**src/hw/rtl/pss_pkg.sv**
```systemverilog
`default_nettype none
// ----------------------------------------------------------------------------
// pss_pkg
// Types, opcodes and the note stream ROM shared by the sound sequencer.
// ----------------------------------------------------------------------------
package pss_pkg;

    localparam int CMD_Q_DEPTH = 4;
    localparam int RES_Q_DEPTH = 2;

    localparam int STREAM_W = 3;
    localparam int POS_W    = 3;
    localparam int PRIO_W   = 8;
    localparam int WORD_W   = 16;

    localparam logic [STREAM_W-1:0] STREAM_DEFAULT = 3'd4;

    localparam logic [WORD_W-1:0] OFFSET_S0 = 16'h00DB;
    localparam logic [WORD_W-1:0] OFFSET_S1 = 16'h965E;
    localparam logic [WORD_W-1:0] OFFSET_S2 = 16'h9676;
    localparam logic [WORD_W-1:0] OFFSET_S3 = 16'h96B6;

    // raw mode codes on the input port
    typedef enum logic [2:0] {
        MODE_GATE_ON  = 3'd0,
        MODE_PLAY     = 3'd1,
        MODE_GATE_OFF = 3'd2,
        MODE_STOP     = 3'd3,
        MODE_QUERY    = 3'd4,
        MODE_TICK     = 3'd5
    } t_mode;

    // decoded operation carried to the back end
    typedef enum logic [2:0] {
        OP_QUERY,
        OP_GATE_ON,
        OP_PLAY,
        OP_GATE_OFF,
        OP_STOP,
        OP_TICK
    } t_op;

    typedef struct packed {
        t_op                 op;
        logic [STREAM_W-1:0] stream;
        logic [PRIO_W-1:0]   prio;
    } t_cmd;

    typedef struct packed {
        logic                playing;
        logic [PRIO_W-1:0]   prio;
        logic [WORD_W-1:0]   ticks_left;
        logic [POS_W-1:0]    position;
        logic [STREAM_W-1:0] stream;
    } t_result;

    function automatic logic [STREAM_W-1:0] lookup_stream(input logic [WORD_W-1:0] offset);
        logic [STREAM_W-1:0] sel;
        case (offset)
            OFFSET_S0: sel = 3'd0;
            OFFSET_S1: sel = 3'd1;
            OFFSET_S2: sel = 3'd2;
            OFFSET_S3: sel = 3'd3;
            default:   sel = STREAM_DEFAULT;
        endcase
        return sel;
    endfunction

    // number of words in each stream
    function automatic logic [POS_W:0] stream_length(input logic [STREAM_W-1:0] sel);
        logic [POS_W:0] len;
        case (sel)
            3'd0, 3'd1, 3'd2, 3'd3: len = 4'd6;
            default:                len = 4'd4;
        endcase
        return len;
    endfunction

    function automatic logic [WORD_W-1:0] rom_word(input logic [STREAM_W-1:0] sel,
                                                  input logic [POS_W-1:0]    idx);
        logic [WORD_W-1:0] w;
        w = '0;
        case (sel)
            3'd0: begin
                case (idx)
                    3'd0: w = 16'h0300;
                    3'd1: w = 16'h0004;
                    3'd2: w = 16'h0280;
                    3'd3: w = 16'h0003;
                    default: w = '0;
                endcase
            end
            3'd1: begin
                case (idx)
                    3'd0: w = 16'h0200;
                    3'd1: w = 16'h0006;
                    3'd2: w = 16'h0100;
                    3'd3: w = 16'h0004;
                    default: w = '0;
                endcase
            end
            3'd2: begin
                case (idx)
                    3'd0: w = 16'h0180;
                    3'd1: w = 16'h0002;
                    3'd2: w = 16'h0200;
                    3'd3: w = 16'h0002;
                    default: w = '0;
                endcase
            end
            3'd3: begin
                case (idx)
                    3'd0: w = 16'h0250;
                    3'd1: w = 16'h0004;
                    3'd2: w = 16'h01F0;
                    3'd3: w = 16'h0003;
                    default: w = '0;
                endcase
            end
            default: begin
                case (idx)
                    3'd0: w = 16'h01C0;
                    3'd1: w = 16'h0003;
                    default: w = '0;
                endcase
            end
        endcase
        return w;
    endfunction

endpackage
`default_nettype wire

```
**src/hw/rtl/priority_sound_sequencer_unit.sv**
```systemverilog
`default_nettype none
// ----------------------------------------------------------------------------
// priority_sound_sequencer_unit
// Priority sound sequencer: play/stop/gate commands and note ticks.
// ----------------------------------------------------------------------------
// Every item (gate on, play, gate off, stop, query or tick) returns one item
// with the state after that update. Sustained rate is one item per cycle while
// the result queue is not full: the back end computes the next sequencer state
// combinationally and registers it. An item passes the input register, then
// the command queue, then the result queue, which shows it as soon as it is
// written. The command queue decouples the decode from the state update and
// the result queue lets pop stall freely.
// ----------------------------------------------------------------------------
module priority_sound_sequencer_unit #(
    parameter int CMD_DEPTH = pss_pkg::CMD_Q_DEPTH,
    parameter int RES_DEPTH = pss_pkg::RES_Q_DEPTH
) (
    input  wire logic                       i_clk,
    input  wire logic                       i_rst_n,
    input  wire logic                       push,
    output logic                            full,
    input  wire logic [2:0]                 i_mode,
    input  wire logic [pss_pkg::WORD_W-1:0] i_sound_addr,
    input  wire logic [pss_pkg::PRIO_W-1:0] i_request_priority,
    output logic                            empty,
    input  wire logic                       pop,
    output logic                            o_playing,
    output logic [pss_pkg::PRIO_W-1:0]      o_current_priority,
    output logic [pss_pkg::WORD_W-1:0]      o_ticks_left,
    output logic [pss_pkg::POS_W-1:0]       o_word_position,
    output logic [pss_pkg::STREAM_W-1:0]    o_stream_id
);
    import pss_pkg::*;

    localparam int CMD_W = $bits(t_cmd);
    localparam int RES_W = $bits(t_result);

    logic    fe_valid;
    t_cmd    fe_cmd;
    logic    cq_full, cq_empty;
    t_cmd    cq_cmd;
    logic    be_pop, be_push;
    t_result be_result;
    logic    rq_full;
    t_result rq_result;

    pss_front u_front (
        .i_clk              (i_clk),
        .i_rst_n            (i_rst_n),
        .i_push             (push),
        .o_full             (full),
        .i_mode             (i_mode),
        .i_sound_addr       (i_sound_addr),
        .i_request_priority (i_request_priority),
        .o_valid            (fe_valid),
        .o_cmd              (fe_cmd),
        .i_q_full           (cq_full)
    );

    pss_fifo #(
        .WIDTH (CMD_W),
        .DEPTH (CMD_DEPTH)
    ) u_cmd_q (
        .i_clk   (i_clk),
        .i_rst_n (i_rst_n),
        .i_push  (fe_valid),
        .i_data  (fe_cmd),
        .o_full  (cq_full),
        .i_pop   (be_pop),
        .o_data  (cq_cmd),
        .o_empty (cq_empty)
    );

    pss_back u_back (
        .i_clk    (i_clk),
        .i_rst_n  (i_rst_n),
        .i_valid  (!cq_empty),
        .i_cmd    (cq_cmd),
        .o_pop    (be_pop),
        .o_push   (be_push),
        .o_result (be_result),
        .i_full   (rq_full)
    );

    pss_fifo #(
        .WIDTH (RES_W),
        .DEPTH (RES_DEPTH)
    ) u_res_q (
        .i_clk   (i_clk),
        .i_rst_n (i_rst_n),
        .i_push  (be_push),
        .i_data  (be_result),
        .o_full  (rq_full),
        .i_pop   (pop),
        .o_data  (rq_result),
        .o_empty (empty)
    );

    assign o_playing          = rq_result.playing;
    assign o_current_priority = rq_result.prio;
    assign o_ticks_left       = rq_result.ticks_left;
    assign o_word_position    = rq_result.position;
    assign o_stream_id        = rq_result.stream;

endmodule
`default_nettype wire

```
**src/hw/rtl/pss_fifo.sv**
```systemverilog
`default_nettype none
// ----------------------------------------------------------------------------
// pss_fifo
// Small register queue with push/full and pop/empty sides.
// ----------------------------------------------------------------------------
module pss_fifo #(
    parameter int WIDTH = 8,
    parameter int DEPTH = 4
) (
    input  wire logic             i_clk,
    input  wire logic             i_rst_n,
    input  wire logic             i_push,
    input  wire logic [WIDTH-1:0] i_data,
    output logic                  o_full,
    input  wire logic             i_pop,
    output logic [WIDTH-1:0]      o_data,
    output logic                  o_empty
);
    localparam int AW = (DEPTH > 1) ? $clog2(DEPTH) : 1;
    localparam int CW = $clog2(DEPTH + 1);

    logic [WIDTH-1:0] r_mem [DEPTH];
    logic [AW-1:0]    r_wr_ptr, n_wr_ptr;
    logic [AW-1:0]    r_rd_ptr, n_rd_ptr;
    logic [CW-1:0]    r_count, n_count;
    logic             wr_en, rd_en;

    assign o_full  = (r_count == CW'(DEPTH));
    assign o_empty = (r_count == '0);
    assign wr_en   = i_push && !o_full;
    assign rd_en   = i_pop && !o_empty;
    assign o_data  = r_mem[r_rd_ptr];

    always_comb begin
        n_wr_ptr = r_wr_ptr;
        n_rd_ptr = r_rd_ptr;
        n_count  = r_count;
        if (wr_en) begin
            n_wr_ptr = (r_wr_ptr == AW'(DEPTH - 1)) ? '0 : r_wr_ptr + 1'b1;
        end
        if (rd_en) begin
            n_rd_ptr = (r_rd_ptr == AW'(DEPTH - 1)) ? '0 : r_rd_ptr + 1'b1;
        end
        if (wr_en && !rd_en) begin
            n_count = r_count + 1'b1;
        end else if (rd_en && !wr_en) begin
            n_count = r_count - 1'b1;
        end
    end

    always_ff @(posedge i_clk) begin
        if (!i_rst_n) begin
            r_wr_ptr <= '0;
            r_rd_ptr <= '0;
            r_count  <= '0;
        end else begin
            r_wr_ptr <= n_wr_ptr;
            r_rd_ptr <= n_rd_ptr;
            r_count  <= n_count;
        end
    end

    always_ff @(posedge i_clk) begin
        if (wr_en) begin
            r_mem[r_wr_ptr] <= i_data;
        end
    end

endmodule
`default_nettype wire

```
**src/hw/rtl/pss_front.sv**
```systemverilog
`default_nettype none
// ----------------------------------------------------------------------------
// pss_front
// Accepts items, decodes the mode and maps the stream offset to a stream id.
// ----------------------------------------------------------------------------
module pss_front (
    input  wire logic                       i_clk,
    input  wire logic                       i_rst_n,
    input  wire logic                       i_push,
    output logic                            o_full,
    input  wire logic [2:0]                 i_mode,
    input  wire logic [pss_pkg::WORD_W-1:0] i_sound_addr,
    input  wire logic [pss_pkg::PRIO_W-1:0] i_request_priority,
    output logic                            o_valid,
    output pss_pkg::t_cmd                   o_cmd,
    input  wire logic                       i_q_full
);
    import pss_pkg::*;

    logic r_valid, n_valid;
    t_cmd r_cmd, n_cmd;
    logic accept;

    assign o_full  = r_valid && i_q_full;
    assign accept  = i_push && !o_full;
    assign o_valid = r_valid;
    assign o_cmd   = r_cmd;

    always_comb begin
        n_valid = accept || (r_valid && i_q_full);
        n_cmd   = r_cmd;
        if (accept) begin
            n_cmd.prio   = i_request_priority;
            n_cmd.stream = lookup_stream(i_sound_addr);
            case (i_mode)
                MODE_GATE_ON:  n_cmd.op = OP_GATE_ON;
                MODE_PLAY:     n_cmd.op = OP_PLAY;
                MODE_GATE_OFF: n_cmd.op = OP_GATE_OFF;
                MODE_STOP:     n_cmd.op = OP_STOP;
                MODE_TICK:     n_cmd.op = OP_TICK;
                default:       n_cmd.op = OP_QUERY;
            endcase
        end
    end

    always_ff @(posedge i_clk) begin
        if (!i_rst_n) begin
            r_valid <= 1'b0;
        end else begin
            r_valid <= n_valid;
        end
    end

    always_ff @(posedge i_clk) begin
        r_cmd <= n_cmd;
    end

endmodule
`default_nettype wire

```
**src/hw/rtl/pss_back.sv**
```systemverilog
`default_nettype none
// ----------------------------------------------------------------------------
// pss_back
// Keeps sequencer state; one item per cycle unless the result queue is full.
// ----------------------------------------------------------------------------
module pss_back (
    input  wire logic          i_clk,
    input  wire logic          i_rst_n,
    input  wire logic          i_valid,
    input  wire pss_pkg::t_cmd i_cmd,
    output logic               o_pop,
    output logic               o_push,
    output pss_pkg::t_result   o_result,
    input  wire logic          i_full
);
    import pss_pkg::*;

    logic                r_play, n_play;
    logic                r_enable, n_enable;
    logic [PRIO_W-1:0]   r_prio, n_prio;
    logic [STREAM_W-1:0] r_stream, n_stream;
    logic [POS_W-1:0]    r_pos, n_pos;
    logic [WORD_W-1:0]   r_count, n_count;

    logic              go;
    logic [POS_W:0]    pos_next_word;
    logic [WORD_W-1:0] divisor, duration;

    assign go     = i_valid && !i_full;
    assign o_pop  = go;
    assign o_push = go;

    assign pos_next_word = {1'b0, r_pos} + 1'b1;
    assign divisor       = rom_word(r_stream, r_pos);
    assign duration      = rom_word(r_stream, pos_next_word[POS_W-1:0]);

    always_comb begin
        n_play   = r_play;
        n_enable = r_enable;
        n_prio   = r_prio;
        n_stream = r_stream;
        n_pos    = r_pos;
        n_count  = r_count;
        if (go) begin
            case (i_cmd.op)
                OP_GATE_ON: begin
                    n_enable = 1'b1;
                end
                OP_GATE_OFF: begin
                    n_enable = 1'b0;
                end
                OP_PLAY: begin
                    if (!r_play || i_cmd.prio >= r_prio) begin
                        n_play   = 1'b1;
                        n_enable = 1'b1;
                        n_prio   = i_cmd.prio;
                        n_stream = i_cmd.stream;
                        n_pos    = '0;
                        n_count  = '0;
                    end
                end
                OP_STOP: begin
                    n_play  = 1'b0;
                    n_pos   = '0;
                    n_count = '0;
                end
                OP_TICK: begin
                    if (r_play && r_enable) begin
                        if (r_count != '0) begin
                            n_count = r_count - 1'b1;
                        end else if (pos_next_word >= stream_length(r_stream)) begin
                            // end of stream, position is kept
                            n_play  = 1'b0;
                            n_count = '0;
                        end else begin
                            n_pos = r_pos + POS_W'(2);
                            if (divisor == '0) begin
                                n_play  = 1'b0;
                                n_count = '0;
                            end else begin
                                n_count = (duration == '0) ? WORD_W'(1) : duration;
                            end
                        end
                    end
                end
                default: begin
                end
            endcase
        end
    end

    always_ff @(posedge i_clk) begin
        if (!i_rst_n) begin
            r_play   <= 1'b0;
            r_enable <= 1'b0;
            r_prio   <= '0;
            r_stream <= STREAM_DEFAULT;
            r_pos    <= '0;
            r_count  <= '0;
        end else begin
            r_play   <= n_play;
            r_enable <= n_enable;
            r_prio   <= n_prio;
            r_stream <= n_stream;
            r_pos    <= n_pos;
            r_count  <= n_count;
        end
    end

    always_comb begin
        o_result.playing    = n_play && n_enable;
        o_result.prio       = n_prio;
        o_result.ticks_left = n_count;
        o_result.position   = n_pos;
        o_result.stream     = n_stream;
    end

endmodule
`default_nettype wire

```
**config.mk**
```make
export PLATFORM = sky130hd
export DESIGN_NAME = priority_sound_sequencer_unit
export DESIGN_NICKNAME = d
export VERILOG_FILES = /design/src/hw/rtl/pss_pkg.sv /design/src/hw/rtl/priority_sound_sequencer_unit.sv /design/src/hw/rtl/pss_fifo.sv /design/src/hw/rtl/pss_front.sv /design/src/hw/rtl/pss_back.sv
export SDC_FILE = /design/constraint.sdc
export NUM_CORES = 1
export LEC_CHECK = 0
export ABC_AREA = 1
export BUFFER_PORTS_ARGS = -buffer_cell sky130_fd_sc_hd__buf_2
export CAP_MARGIN = 25
export CORE_UTILIZATION = 40
export CTS_BUF_LIST = sky130_fd_sc_hd__clkbuf_16
export DETAILED_ROUTE_END_ITERATION = 12
export PLACE_DENSITY_LB_ADDON = 0.2
export REMOVE_ABC_BUFFERS = 1
export SYNTH_ARGS = -nofsm -noshare
export SYNTH_HDL_FRONTEND = slang
export SYNTH_SLANG_ARGS = --single-unit
```
**constraint.sdc**
```tcl
create_clock -name i_clk -period 4.9 [get_ports i_clk]
set_input_delay 0.49 -clock i_clk [delete_from_list [all_inputs] [get_ports i_clk]]
set_output_delay 0.49 -clock i_clk [all_outputs]
set_load 0.1 [all_outputs]
```
=== Yosys cells after proc, flatten, opt, wreduce, memory -nomap -nowiden ===
Memories as Yosys holds them, arrays and structs flattened. A register that Yosys moved wholly into a read port is not among the register bits.
Index checks and enable logic that the tools add are counted.

* Bits in writable memories: 118
* Input port bits: 31
* Bits in registers: 58
* Memories: 2

{| class="wikitable"
|+ Memory list
! memory !! depth !! bits a word !! read ports !! clocked after memory_dff !! write ports !! RTL line !! source
|-
| u_res_q.r_mem || 2 || 31 || 1 || 1 || 1 || pss_fifo.sv:22 || <nowiki>logic [WIDTH-1:0] r_mem [DEPTH];</nowiki>
|-
| u_cmd_q.r_mem || 4 || 14 || 1 || 1 || 1 || pss_fifo.sv:22 ||
|}

* Magnitude comparators: 2
* Equal/unequal tests: 26
* Add/subtract/negate cells: 11
* Muxes and demuxes: 65
* Reduce and logical (&&, ||, !) cells: 39

{| class="wikitable"
|+ Operator list
! operator !! number
|-
| $pmux W10 S4 || 6
|-
| $pmux W16 S4 || 2
|-
| $mux W16 || 7
|-
| $pmux W10 S3 || 2
|-
| $eq A16 B16 Y1 const B || 3
|-
| $pmux W16 S3 || 1
|-
| $pmux W9 S2 || 2
|-
| $logic_not A16 Y1 || 2
|-
| $eq A3 B2 Y1 const B || 10
|-
| $mux W3 || 10
|-
| $mux W8 || 3
|-
| $eq A16 B8 Y1 const B || 1
|-
| $mux W1 || 16
|-
| $mux W4 || 4
|-
| $reduce_bool A16 Y1 || 1
|-
| $sub A16 B1 Y16 const B || 1
|-
| $eq A3 B1 Y1 const B || 5
|-
| $logic_not A3 Y1 || 5
|-
| $pmux W3 S5 || 1
|-
| $mux W2 || 7
|-
| $logic_and A1 B1 Y1 || 13
|-
| $eq A3 B3 Y1 const B || 4
|-
| $pmux W3 S4 || 1
|-
| $logic_not A1 Y1 || 10
|-
| 17 further kinds || 26
|}

=== Longest topological paths before layout ===
* Depth in word-level cells: 14
* Depth in mapped cells: 15

=== Cells and area by module ===
Synthesis repeated with hierarchy kept, for this count alone.

* Cell total of the unflattened synthesis: 868
* Area total of the unflattened synthesis: 8491.9 um^2

{| class="wikitable"
|+ By module, submodules not included
! module !! instances !! cells each !! sequential area each (um^2) !! area each (um^2)
|-
| pss_back || 1 || 439 || 640.6 || 2660.1
|-
| pss_fifo (u_cmd_q) || 1 || 207 || 1861.8 || 2600.0
|-
| pss_fifo (u_res_q) || 1 || 134 || 1961.9 || 2497.4
|-
| pss_front || 1 || 87 || 440.4 || 730.7
|-
| priority_sound_sequencer_unit || 1 || 1 || 0.0 || 3.8
|}

=== Worst setup path after synthesis ===
OpenSTA, ideal clock, no wires.

* Path type: reg2reg
* From: register with a tool-made name
* To: memory u_res_q.r_mem[0][26] (netlist bit) (data pin)
* Stages on the path, launching flop included: 14
* Arrival: 2.300 ns
* Clock period less this slack: 2.560 ns
* Setup slack: 2.340 ns
* Path buffers: 3
* Library setup time: 0.259 ns
* Path through: dfxtp_1 -> buf_4 -> clkbuf_1 -> o21ai_0 -> o22ai_1 -> ha_1 -> a21oi_1 -> o21a_1 -> nand4_1 -> nand2_2 -> buf_2 -> nand2_1 -> o21ai_1 -> inv_1

{| class="wikitable"
|+ RTL lines
! element !! RTL line
|-
| end, declared || pss_fifo.sv:22
|}

==> impl_metrics.tcl <==
set metrics [dict create \
    drtIter0Drc 359 \
    num_vias 5644 \
    yosysWarnings 0 \
    finalCritPeriodShare_pct 63.56 \
    relSlewSlack_pct 59.34 \
    p_leak_nw 3.981 \
    grt_pass1_vias 5355 \
    via_per_inst 4.820 \
    num_antenna_cells 0 \
    cts_tree "yes" \
    clk_latency_ns 0.42 \
    ys_ff_latch 179 \
    crit_chain "inv_1 > o21ai_0 > o22ai_1 > ha_1 > nand2_1 > nor2_1 > nand4_1 > nand4_1 > nand2_2 > inv_2 > o21ai_0 > o21ai_0 > inv_1" \
    core_area_mm2 0.02017 \
    slew_viol_final 0 \
    h-tree-depth 4 \
    maxCapViolCount 0 \
    post_drt_wl_per_cell_um 13.64 \
    min_path_type "in2reg" \
    grt_use_total_pct 15.91 \
    drc 0 \
    cp_top_family "simple AND/OR/NAND/NOR gates" \
    ctsResizeCount 0 \
    timing.final.hold_violations 0 \
    grt_max_degree 33 \
    antenna_found_initial 0 \
    top_level_ports 64 \
    fillers 1904 \
    ctsLongestPathBuffers 2 \
    wl_um 15970 \
    area_delta_synth_final_pct 15.29 \
    numClockSinks 179 \
    grt_overflow 0 \
    skew_ns 0.009949 \
    clockRootBuffer "clkbuf_16" \
    globalplace.congestion 0.8626 \
    critPathCaptureType "flip-flop" \
    path_clk_slew_ns 0.07 \
    cp-start-kind "flip-flop" \
    worstMarginPinSlew_ns 0.6075 \
    slowest_delay_ns 0.60 \
    dpl.hpwl_um 10980 \
    worst-path-max-fanout 15 \
    drive_above_1_share_pct 17.65 \
    critPathArrivalTime_ns 3.28 \
    critPathMostFrequentCell "o21ai_0" \
    num_rows 52 \
    syn_avg_cell_area_um2 10.05 \
    dieHeight_um 145.2 \
    vdd.ir_drop.worst_mv 0.3151 \
    numCtsBuffers 17 \
    synth_top_cells_by_area "edfxtp_1, dfxtp_1, nand2_1" \
    total_power_w 0.006104 \
    synth_largest_area_cell "edfxtp_1" \
    finalCriticalPeriod_ns 3.115 \
    rsz0062_at_grt "false" \
    nNetsFinal 946 \
    ys_types 44 \
    dr.pass1.iters 5 \
    syn_inst 816 \
    path_buf_inv 3 \
    setup_tns_ns 0 \
    antenna_left 0 \
    cp_slowest_cell "dfxtp_1" \
    utilization_pct 46.87 \
    netlist_area_mm2 0.008200 \
    start_util_pct 40.66 \
    grt_pass1_wl_um 26400 \
    post_cts_buffers 0 \
    hold_buffers 0 \
    fmax_mhz 321.1 \
    dieArea_mm2 0.02108 \
    synth_top_area_share_pct 48.34 \
    port_buffers 63 \
    status "finished clean" \
    setup_viol 0 \
    path_class "reg2reg" \
    die_x_um 145.2 \
    yosysSeqAreaShare_pct 59.81 \
    powerDensity_mw_per_mm2 645.6 \
    crit_required_ns 5.06 \
]
==> cell type report <==
class                      instances  area (um^2)  area share, %
multi-input combinational        527         2877          30.43
sequential                       179         4905          51.88
tap                              270        337.8          3.573
clock inverter                    15        157.7          1.668
inverter                          89        334.1          3.534
clock buffer                      17        425.4          4.500
timing repair buffer              74        417.9          4.420
==> flip-flops by register name, indices dropped and copies added, names as in the netlist, 3 cells and up, named ones only <==
name             count
u_back.r_stream      3
u_cmd_q.r_count      3
u_front.o_cmd       14
u_back.r_count      16
u_back.r_pos         3
u_cmd_q.r_mem       56
u_back.r_prio        8
u_res_q.r_mem       62
==> placed cells by master, fill, tap and decap left out, types with 2 or more instances in the layout <==
cell type   instances
a21oi_1            37
a21oi_2             2
buf_2              63
buf_4              10
bufinv_16           2
clkbuf_16          17
clkinv_1            2
clkinv_4            3
clkinvlp_4          2
dfxtp_1            47
edfxtp_1          132
ha_1               26
inv_1              86
inv_2               4
inv_6               2
inv_8               2
mux2_2             31
nand2_1           173
nand2_2             7
nand3_1            37
nand4_1            12
nor2_1             90
nor2_2              3
nor2_4              2
nor3_1              2
nor3b_1             3
o211ai_1            2
o21a_1              2
o21ai_0            55
o21ai_1            10
o22ai_1            10
or2_2               3
xor2_1              6
==> routing by layer <==
layer	global-route usage (%)	routed length, um	up-vias	part of all wire (%)
met5	0	0	-	0
met4	4.842	262	0	1.6
met2	26.39	7489	105	47
met1	20.76	7663	2604	48
met3	3.491	556	16	3.5
li1	-	-	2919	-
==> power by group <==
| part | internal, W | switching, W |
|---|---|---|
| sequential | 0.00202 | 0.000111 |
| combinational | 0.000563 | 0.00207 |
| clock | 0.000757 | 0.000579 |
==> worst paths after layout <==
check / start / to / slack [ns] / cells after the start
setup reg to reg: flip-flop / u_res_q.r_mem[0][1]$_DFFE_PP_ / 1.79 / 13
setup / recovery: flip-flop / u_res_q.r_mem[0][1]$_DFFE_PP_ / 1.79 / 13
hold / removal: i_request_priority[4] / u_front.o_cmd[4]$_DFFE_PP_ / 0.24 / 1
hold reg to reg: u_cmd_q.r_count[2]$_SDFFE_PN0P_ / u_cmd_q.r_count[2]$_SDFFE_PN0P_ / 0.49 / 2
==> synthesized netlist by cell type <==
library cell  count
nand2_1         173
nand2_2           7
inv_2             4
buf_6             1
buf_2             4
a31o_2            1
a21boi_1          1
o211ai_1          2
nor2_2            2
o21ai_2           1
fa_1              1
edfxtp_1        132
nand3b_1          1
clkinv_1          1
o21a_1            2
o41ai_1           1
xor2_1            6
buf_1             3
dfxtp_1          47
a32o_1            1
mux2_2           31
or2_1             1
clkbuf_1         12
nand3_1          37
o21ai_0          55
xnor2_1           1
ha_1             26
nand4_1          12
o21ai_1          10
o22ai_1          10
nand3_4           1
nor2_1           92
or2_2             3
nor3b_1           3
nor3_1            2
o21ai_4           1
buf_4             1
a21oi_1          37
a211oi_1          1
a22oi_1           1
a21oi_2           2
nor2_4            1
inv_1            84
o211a_1           1
==> worst reg2reg max path: stages, from the launching register on <==
cell and delay, ns:
dfxtp_1 0.60, inv_1 0.37, o21ai_0 0.18, o22ai_1 0.15, ha_1 0.30, nand2_1 0.06
nor2_1 0.15, nand4_1 0.09, nand4_1 0.23, nand2_2 0.24, inv_2 0.18, o21ai_0 0.12
o21ai_0 0.12, inv_1 0.08
==> cells by family (layout without fill, tap and decap cells) <==
logic type	count (synthesis)	in the layout	synth area share [%]
AOI/OAI and AO/OA	127	127	8.606
and+or+nand+nor	335	335	17.13
xor gates and xnor gates	7	7	0.7476
muxes	31	31	4.257
buffers and inverters	110	195	5.233
DFF	179	179	59.81
adders and majority gates	27	27	4.211
==> per-stage QoR <==
stage / hold slack, ns / area, um^2 / instances / setup slack [ns]
6_report: 0.2407 / 9454 / 1171 / 1.785
5_1_grt: 0.2160 / 9454 / 1171 / 1.401
4_1_cts: 0.2210 / 9427 / 1170 / 1.773
3_5_place_dp: 0.4828 / 8843 / 1138 / 1.801
3_3_place_gp: 0.4763 / 8843 / 1138 / 1.843
2_1_floorplan: 0.4587 / 8105 / 795 / 1.925
No activity file was read; power rests on OpenSTA's default activity.
